File: src/kqss_pkg.sv
// Shared constants, codes and controller/datapath interface types for the shared-store queues.
package kqss_pkg;

  localparam int NUM_SLOTS  = 16;
  localparam int NUM_QUEUES = 4;

  localparam int DATA_W   = 32;
  localparam int QNUM_W   = 3;
  localparam int STATUS_W = 2;

  // slot codes carry one extra value for the null link
  localparam int SLOT_W  = $clog2(NUM_SLOTS + 1);
  localparam int SADDR_W = $clog2(NUM_SLOTS);
  localparam int QIDX_W  = (NUM_QUEUES > 1) ? $clog2(NUM_QUEUES) : 1;
  localparam int SWEEP_N = (NUM_SLOTS > NUM_QUEUES) ? NUM_SLOTS : NUM_QUEUES;
  localparam int SWEEP_W = $clog2(SWEEP_N);

  localparam logic [SLOT_W-1:0] NULL_LINK = SLOT_W'(NUM_SLOTS);

  localparam logic FUNC_ENQ = 1'b0;
  localparam logic FUNC_DEQ = 1'b1;

  localparam logic [STATUS_W-1:0] ST_OK        = 2'd0;
  localparam logic [STATUS_W-1:0] ST_OVERFLOW  = 2'd1;
  localparam logic [STATUS_W-1:0] ST_UNDERFLOW = 2'd2;
  localparam logic [STATUS_W-1:0] ST_BAD_QUEUE = 2'd3;

  typedef struct packed {
    logic                accept;
    logic                enq_commit;
    logic                deq_commit;
    logic                null_wr;
    logic                emit;
    logic [STATUS_W-1:0] code;
    logic                sweep;
  } kqss_cmd_t;

  typedef struct packed {
    logic bad_queue;
    logic is_deq;
    logic head_null;
    logic free_null;
    logic sweep_last;
    logic out_free;
  } kqss_stat_t;

endpackage

File: src/kqss_ram.sv
// Generic single-write, single-read RAM with registered read data.
module kqss_ram #(
  parameter int WIDTH = 8,
  parameter int DEPTH = 16
) (
  input  logic                                       clk,
  input  logic                                       we,
  input  logic [((DEPTH > 1) ? $clog2(DEPTH) : 1)-1:0] waddr,
  input  logic [WIDTH-1:0]                           wdata,
  input  logic [((DEPTH > 1) ? $clog2(DEPTH) : 1)-1:0] raddr,
  output logic [WIDTH-1:0]                           rdata
);

  logic [WIDTH-1:0] mem [DEPTH];

  always_ff @(posedge clk) begin
    if (we) begin
      mem[waddr] <= wdata;
    end
    rdata <= mem[raddr];
  end

endmodule

File: src/kqss_ctrl.sv
// Sequencer for the shared-store queues: reset sweep, lookup, link and write-back steps.
module kqss_ctrl import kqss_pkg::*; (
  input  logic       clk,
  input  logic       rst,
  input  logic       req_valid,
  output logic       req_stall,
  input  kqss_stat_t stat,
  output kqss_cmd_t  cmd
);

  localparam logic [2:0] S_SWEEP = 3'd0;
  localparam logic [2:0] S_IDLE  = 3'd1;
  localparam logic [2:0] S_LOOK  = 3'd2;
  localparam logic [2:0] S_LINK  = 3'd3;
  localparam logic [2:0] S_WR2   = 3'd4;

  logic [2:0] state, state_next;

  assign req_stall = (state != S_IDLE);

  always_comb begin
    state_next = state;
    cmd        = '0;
    unique case (state)
      S_SWEEP: begin
        cmd.sweep = 1'b1;
        if (stat.sweep_last) begin
          state_next = S_IDLE;
        end
      end
      S_IDLE: begin
        if (req_valid) begin
          cmd.accept = 1'b1;
          state_next = S_LOOK;
        end
      end
      S_LOOK: begin
        // head/tail read data is ready; error cases finish here
        priority if (stat.bad_queue) begin
          cmd.code = ST_BAD_QUEUE;
          if (stat.out_free) begin
            cmd.emit   = 1'b1;
            state_next = S_IDLE;
          end
        end else if (!stat.is_deq && stat.free_null) begin
          cmd.code = ST_OVERFLOW;
          if (stat.out_free) begin
            cmd.emit   = 1'b1;
            state_next = S_IDLE;
          end
        end else if (stat.is_deq && stat.head_null) begin
          cmd.code = ST_UNDERFLOW;
          if (stat.out_free) begin
            cmd.emit   = 1'b1;
            state_next = S_IDLE;
          end
        end else begin
          state_next = S_LINK;
        end
      end
      S_LINK: begin
        cmd.code = ST_OK;
        if (stat.out_free) begin
          cmd.emit = 1'b1;
          if (stat.is_deq) begin
            cmd.deq_commit = 1'b1;
            state_next     = S_IDLE;
          end else begin
            cmd.enq_commit = 1'b1;
            state_next     = S_WR2;
          end
        end
      end
      S_WR2: begin
        // terminate the new tail's link
        cmd.null_wr = 1'b1;
        state_next  = S_IDLE;
      end
      default: begin
        state_next = S_SWEEP;
      end
    endcase
  end

  always_ff @(posedge clk) begin
    if (rst) begin
      state <= S_SWEEP;
    end else begin
      state <= state_next;
    end
  end

endmodule

File: src/kqss_datapath.sv
// Datapath: head, tail, link and value stores, free-list head, item latch and result register.
module kqss_datapath import kqss_pkg::*; (
  input  logic                     clk,
  input  logic                     rst,
  input  kqss_cmd_t                cmd,
  output kqss_stat_t               stat,
  input  logic                     func,
  input  logic [QNUM_W-1:0]        queue_number,
  input  logic signed [DATA_W-1:0] data_in,
  output logic                     rsp_valid,
  input  logic                     rsp_stall,
  output logic signed [DATA_W-1:0] data_out,
  output logic [STATUS_W-1:0]      status
);

  logic [SLOT_W-1:0]  free_head;
  logic [SLOT_W-1:0]  slot_reg;
  logic               func_reg;
  logic               bad_reg;
  logic [QIDX_W-1:0]  q_reg;
  logic [DATA_W-1:0]  data_reg;
  logic [SWEEP_W-1:0] sweep_cnt;

  logic [SWEEP_W:0]   sweep_nxt;
  logic               sweep_in_slots;
  logic               sweep_in_queues;
  logic [QIDX_W+QNUM_W-1:0] qnum_m1;
  logic [QIDX_W-1:0]  port_qidx;
  logic               port_bad;

  logic               head_we, tail_we, link_we, value_we;
  logic [QIDX_W-1:0]  head_waddr, tail_waddr, queue_raddr;
  logic [SLOT_W-1:0]  head_wdata, tail_wdata, link_wdata;
  logic [SADDR_W-1:0] link_waddr, link_raddr, value_raddr;
  logic [SLOT_W-1:0]  head_rdata, tail_rdata, link_rdata;
  logic [DATA_W-1:0]  value_rdata;
  logic               head_null, tail_ok;

  assign sweep_nxt       = {1'b0, sweep_cnt} + (SWEEP_W+1)'(1);
  assign sweep_in_slots  = ({1'b0, sweep_cnt} < (SWEEP_W+1)'(NUM_SLOTS));
  assign sweep_in_queues = ({1'b0, sweep_cnt} < (SWEEP_W+1)'(NUM_QUEUES));

  assign qnum_m1   = {{QIDX_W{1'b0}}, queue_number} - (QIDX_W+QNUM_W)'(1);
  assign port_qidx = qnum_m1[QIDX_W-1:0];
  assign port_bad  = (queue_number == '0) ||
                     ({{(32-QNUM_W){1'b0}}, queue_number} > 32'(NUM_QUEUES));

  assign head_null = (head_rdata >= NULL_LINK);
  assign tail_ok   = (tail_rdata <  NULL_LINK);

  // read addresses stay put while a step waits for the result register
  assign queue_raddr = cmd.accept ? port_qidx : q_reg;
  assign link_raddr  = (func_reg == FUNC_DEQ) ? head_rdata[SADDR_W-1:0]
                                              : free_head[SADDR_W-1:0];
  assign value_raddr = head_rdata[SADDR_W-1:0];

  always_comb begin
    head_we    = 1'b0;
    head_waddr = q_reg;
    head_wdata = free_head;
    tail_we    = 1'b0;
    tail_waddr = q_reg;
    tail_wdata = free_head;
    if (cmd.sweep) begin
      head_we    = sweep_in_queues;
      head_waddr = sweep_cnt[QIDX_W-1:0];
      head_wdata = NULL_LINK;
      tail_we    = sweep_in_queues;
      tail_waddr = sweep_cnt[QIDX_W-1:0];
      tail_wdata = NULL_LINK;
    end else if (cmd.enq_commit) begin
      head_we = head_null;
      tail_we = 1'b1;
    end else if (cmd.deq_commit) begin
      head_we    = 1'b1;
      head_wdata = link_rdata;
    end
  end

  always_comb begin
    link_we    = 1'b0;
    link_waddr = slot_reg[SADDR_W-1:0];
    link_wdata = NULL_LINK;
    priority if (cmd.sweep) begin
      // each entry points at the next slot; the last one lands on the null code
      link_we    = sweep_in_slots;
      link_waddr = sweep_cnt[SADDR_W-1:0];
      link_wdata = sweep_nxt[SLOT_W-1:0];
    end else if (cmd.enq_commit) begin
      link_we    = !head_null && tail_ok;
      link_waddr = tail_rdata[SADDR_W-1:0];
      link_wdata = free_head;
    end else if (cmd.deq_commit) begin
      link_we    = 1'b1;
      link_waddr = head_rdata[SADDR_W-1:0];
      link_wdata = free_head;
    end else if (cmd.null_wr) begin
      link_we = 1'b1;
    end else begin
      link_we = 1'b0;
    end
  end

  assign value_we = cmd.enq_commit;

  kqss_ram #(.WIDTH(SLOT_W), .DEPTH(NUM_QUEUES)) u_head (
    .clk(clk), .we(head_we), .waddr(head_waddr), .wdata(head_wdata),
    .raddr(queue_raddr), .rdata(head_rdata)
  );

  kqss_ram #(.WIDTH(SLOT_W), .DEPTH(NUM_QUEUES)) u_tail (
    .clk(clk), .we(tail_we), .waddr(tail_waddr), .wdata(tail_wdata),
    .raddr(queue_raddr), .rdata(tail_rdata)
  );

  kqss_ram #(.WIDTH(SLOT_W), .DEPTH(NUM_SLOTS)) u_link (
    .clk(clk), .we(link_we), .waddr(link_waddr), .wdata(link_wdata),
    .raddr(link_raddr), .rdata(link_rdata)
  );

  kqss_ram #(.WIDTH(DATA_W), .DEPTH(NUM_SLOTS)) u_value (
    .clk(clk), .we(value_we), .waddr(free_head[SADDR_W-1:0]), .wdata(data_reg),
    .raddr(value_raddr), .rdata(value_rdata)
  );

  assign stat.bad_queue  = bad_reg;
  assign stat.is_deq     = (func_reg == FUNC_DEQ);
  assign stat.head_null  = head_null;
  assign stat.free_null  = (free_head >= NULL_LINK);
  assign stat.sweep_last = (sweep_cnt == SWEEP_W'(SWEEP_N - 1));
  assign stat.out_free   = !rsp_valid || !rsp_stall;

  always_ff @(posedge clk) begin
    if (rst) begin
      sweep_cnt <= '0;
      free_head <= '0;
      rsp_valid <= 1'b0;
    end else begin
      if (cmd.sweep && !stat.sweep_last) begin
        sweep_cnt <= sweep_nxt[SWEEP_W-1:0];
      end
      if (cmd.enq_commit) begin
        free_head <= link_rdata;
      end else if (cmd.deq_commit) begin
        free_head <= head_rdata;
      end
      if (cmd.emit) begin
        rsp_valid <= 1'b1;
      end else if (!rsp_stall) begin
        rsp_valid <= 1'b0;
      end
    end
  end

  always_ff @(posedge clk) begin
    if (cmd.accept) begin
      func_reg <= func;
      bad_reg  <= port_bad;
      q_reg    <= port_qidx;
      data_reg <= data_in;
    end
    if (cmd.enq_commit) begin
      slot_reg <= free_head;
    end
    if (cmd.emit) begin
      status <= cmd.code;
      if (cmd.code == ST_UNDERFLOW) begin
        data_out <= '1;
      end else if (cmd.code == ST_OK && func_reg == FUNC_DEQ) begin
        data_out <= value_rdata;
      end else begin
        data_out <= '0;
      end
    end
  end

endmodule

File: src/k_queues_shared_store.sv
// One transaction at a time: a request is accepted, then looked up; a rejected one has its
// result registered in the lookup step, the others in the link step, each waiting while the
// result register is held, and an enqueue then adds a write-back step that nulls its new tail link.
// Reset: synchronous; afterwards a sweep rebuilds the free list and empties the queues, with
// the request side stalled throughout.
module k_queues_shared_store import kqss_pkg::*; (
  input  logic                     clk,
  input  logic                     rst,
  input  logic                     req_valid,
  output logic                     req_stall,
  input  logic                     func,
  input  logic [QNUM_W-1:0]        queue_number,
  input  logic signed [DATA_W-1:0] data_in,
  output logic                     rsp_valid,
  input  logic                     rsp_stall,
  output logic signed [DATA_W-1:0] data_out,
  output logic [STATUS_W-1:0]      status
);

  kqss_cmd_t  cmd;
  kqss_stat_t stat;

  kqss_ctrl u_ctrl (
    .clk       (clk),
    .rst       (rst),
    .req_valid (req_valid),
    .req_stall (req_stall),
    .stat      (stat),
    .cmd       (cmd)
  );

  kqss_datapath u_datapath (
    .clk          (clk),
    .rst          (rst),
    .cmd          (cmd),
    .stat         (stat),
    .func         (func),
    .queue_number (queue_number),
    .data_in      (data_in),
    .rsp_valid    (rsp_valid),
    .rsp_stall    (rsp_stall),
    .data_out     (data_out),
    .status       (status)
  );

endmodule
File: config.mk
export PLATFORM = sky130hd
export DESIGN_NAME = k_queues_shared_store
export DESIGN_NICKNAME = d
export VERILOG_FILES = /design/src/kqss_pkg.sv /design/src/kqss_ram.sv /design/src/kqss_ctrl.sv /design/src/kqss_datapath.sv /design/src/k_queues_shared_store.sv
export SDC_FILE = /design/constraint.sdc
export NUM_CORES = 1
export LEC_CHECK = 0
export ABC_CLOCK_PERIOD_IN_PS = 7290
export BUFFER_PORTS_ARGS = -buffer_cell sky130_fd_sc_hd__buf_2
export CORE_MARGIN = 3
export CORE_UTILIZATION = 55
export DETAILED_ROUTE_END_ITERATION = 7
export PLACE_DENSITY = 0.72
export SETUP_SLACK_MARGIN = 0.3
export SLEW_MARGIN = 20
export SYNTH_ARGS = -nofsm -noshare
export SYNTH_HDL_FRONTEND = slang
export SYNTH_HIERARCHICAL = 1
export SYNTH_SLANG_ARGS = --single-unit
File: constraint.sdc
create_clock -name clk -period 7.29 [get_ports clk]
set_input_delay 1.458 -clock clk [delete_from_list [all_inputs] [get_ports clk]]
set_output_delay 1.458 -clock clk [all_outputs]
set_load 0.01 [all_outputs]
==> results.cfg <==
[run_status]
status = completed

[finish]
seq_area_um2 = 22400
num-nets-final = 1507
nFillCells = 3344
regMostFlops = u_datapath/u_value/mem
antenna_cells = 0
largestRegisters = u_datapath/u_value/mem: 512 flops, u_datapath/u_link/mem: 80 flops
drive_gt1_share_pct = 27.5
multi_input_area_um2 = 5870
synthToLayoutAreaGrowth_pct = 13.1
largest_reg_flops = 512

[synth]
synth_top_area_cell = edfxtp_1
avgSynthCellArea_um2 = 21.1
synth-seq-cells = 766
synthDistinctLibCells = 48
ys.flop_type = edfxtp_1
synth_top_area_share_pct = 74.0
synth-edff-count = 704
synth.most_common_cell = edfxtp_1
syn_area_um2 = 28600
synthTopCellsByArea = edfxtp_1 74%, mux4_2 12%, dfxtp_1 4.3%
synthArstFlopShare_pct = 0
yosysWarnings = 6
yosysSeqAreaShare_pct = 78.3
syn_inst = 1351
syn_nets = 1393
synth_commonest_cells = 704 x edfxtp_1, 158 x mux4_2, 69 x a22oi_1, 62 x dfxtp_1, 61 x nand2_1

[power]
fin_total_pwr_w = 0.0105
ir_worst_vdd_uv = 213
power.density_nw_per_um2 = 326
p_leak_nw = 10.6

[route]
drtAntennaViolNets = 0
via_per_inst = 6.14
dr_wl_met3_um = 3960
met2_length_um = 28500
wl_per_cell_um = 25.9
drtIter0Drc = 1338
remaining_drc_errors = 0
drtPass1Iterations = 5
routed_wl_um = 56900
top_layer_used = met4
wl_met1_um = 22700
via_count = 13500

[clock_network]
cts.clk_slew.worst_paths_ps = 60
clk_latency_ps = 600
tritoncts = done
post_cts_buffers = 0
cts-root-buf = clkbuf_16
cts_sinks = 766
htreeDepth = 3
ctsResizeCount = 0
postCtsHoldBufs = 0
cts-buffers-inserted = 75
clk_path_buf_depth = 3

[worst_setup_path]
r2r-end = u_datapath/u_head/rdata[2]
reg2reg_from = u_ctrl/state[0]
rr_worst_depth = 6
worst-r2r-setup-slack_ps = 3790
crit_fanout = 16
crit_required_ps = 7500
crit_path_end_kind = register
critPathLaunchType = primary input
cp_data_arrival_time_ps = 4110
crit_type = primary input to register

[grt]
grt_pass1_wl_um = 87400
antenna_found_initial = 0
grt_remaining_overflow = 0
grt_pass1_vias = 14200
grt_max_degree = 121
track_usage_pct = 21.7

[die]
pin_count = 76
chipHeight_um = 234
die_area_um2 = 54700
row_count = 82
chipWidth_um = 234
initial_core_util_pct = 56.3
core_area_um2 = 50800

[timing]
slew_violations = 0
clock_skew_ps = 24.0
rsz0062_at_grt = no
setup-tns-final_ps = 0
fmax_mhz = 257
hold_viol = 0
tightestPinTransition_ps = 1110
setup_viol = 0
fin_crit_sh_pct = 53.5
fin_crit_ps = 3900
max_slew_margin_pct = 25.7

[place]
portBuffers = 75
hpwl_um = 32100
gp_congestion = 0.808

[min_path]
min_to = u_datapath/free_head[4]
whs_path_depth = 2
hold_path_class = register to register
holdCritStartpoint = u_datapath/u_link/rdata[4]

[run]
maxCapViolations = 0
==> per-stage QoR <==
step | hold slack, ps | instances | utilization, % | worst slack [ps] | cell area (um2)
2_1_floorplan | 439 | 1351 | - | 1790 | 28600
3_3_place_gp | 462 | 2051 | 58.5 | 3000 | 29700
3_5_place_dp | 474 | 2051 | 58.5 | 2880 | 29700
4_1_cts | 491 | 2189 | 63.2 | 3520 | 32100
5_1_grt | 518 | 2198 | 63.6 | 3280 | 32300
6_report | 489 | 2198 | 63.6 | 3390 | 32300
==> worst max path at each step <==
stage          startpoint                      endpoint  slack, ps  cells past startpoint
2_1_floorplan   rsp_stall  u_datapath/u_value/mem[0][0]       1790                      5
3_3_place_gp    rsp_stall   u_datapath/u_link/mem[0][0]       3000                     10
3_5_place_dp    rsp_stall   u_datapath/u_link/mem[0][2]       2880                     10
4_1_cts         rsp_stall   u_datapath/u_head/mem[0][4]       3520                      9
5_1_grt         rsp_stall   u_datapath/u_head/mem[0][4]       3280                      9
6_report        rsp_stall   u_datapath/u_head/mem[0][1]       3390                      9
==> cell type report <==
type	instances	share of cell area, %
Sequential cell	766	69.3
Clock inverter	23	0.608
Clock buffer	115	6.72
Inverter	8	0.0929
Multi-Input combinational cell	503	18.2
Tap cell	672	2.60
Timing Repair Buffer	111	2.50
==> layer usage <==
| layer | vias to the layer above | track usage, % |
|---|---|---|
| li1 | 5780 | - |
| met1 | 7044 | 29.9 |
| met2 | 540 | 35.2 |
| met3 | 133 | 4.69 |
| met4 | 0 | 6.96 |
| met5 | - | 0 |
==> where the power goes <==
part	switching [W]	leakage (nW)	total, W	internal [W]
clock network	0.00155	1.16	0.00372	0.00217
registers	0.000142	6.88	0.00508	0.00493
logic	0.000866	2.56	0.00174	0.000873
total	0.00256	10.6	0.0105	0.00797
==> placed cells by master, fill, tap and decap left out, types with 8 or more instances in the layout <==
| master | n |
|---|---|
| o21ai_0 | 16 |
| a21o_1 | 34 |
| edfxtp_1 | 704 |
| buf_4 | 26 |
| nor3_1 | 8 |
| nor2_4 | 13 |
| a21oi_1 | 12 |
| mux4_2 | 158 |
| nand3_1 | 14 |
| nor2b_1 | 9 |
| nor2_1 | 26 |
| clkbuf_1 | 30 |
| mux2i_1 | 9 |
| a22oi_1 | 69 |
| buf_2 | 75 |
| clkinv_2 | 10 |
| dfxtp_1 | 60 |
| mux2_2 | 14 |
| clkbuf_16 | 79 |
| nand2_1 | 61 |
==> worst max-delay path: stages <==
cell and delay, ps:
buf_2 100, nand2_1 120, nand2_1 160, nor3_1 230, buf_4 260, nor2b_1 550, a21oi_1 70, o21ai_0 480
nor3b_1 680
==> cells by family after synthesis <==
logic type / after synthesis / share of synthesized area (%)
AND/OR/NAND/NOR: 179 / 3.11
adder cells (fa/ha/maj): 2 / 0.0876
multiplexers: 181 / 13.3
AO/OA/AOI/OAI: 138 / 3.37
flip-flops: 766 / 78.3
XOR/XNOR: 3 / 0.0920
buffers and inverters: 82 / 1.68
Power figures use the tool's default switching activity.
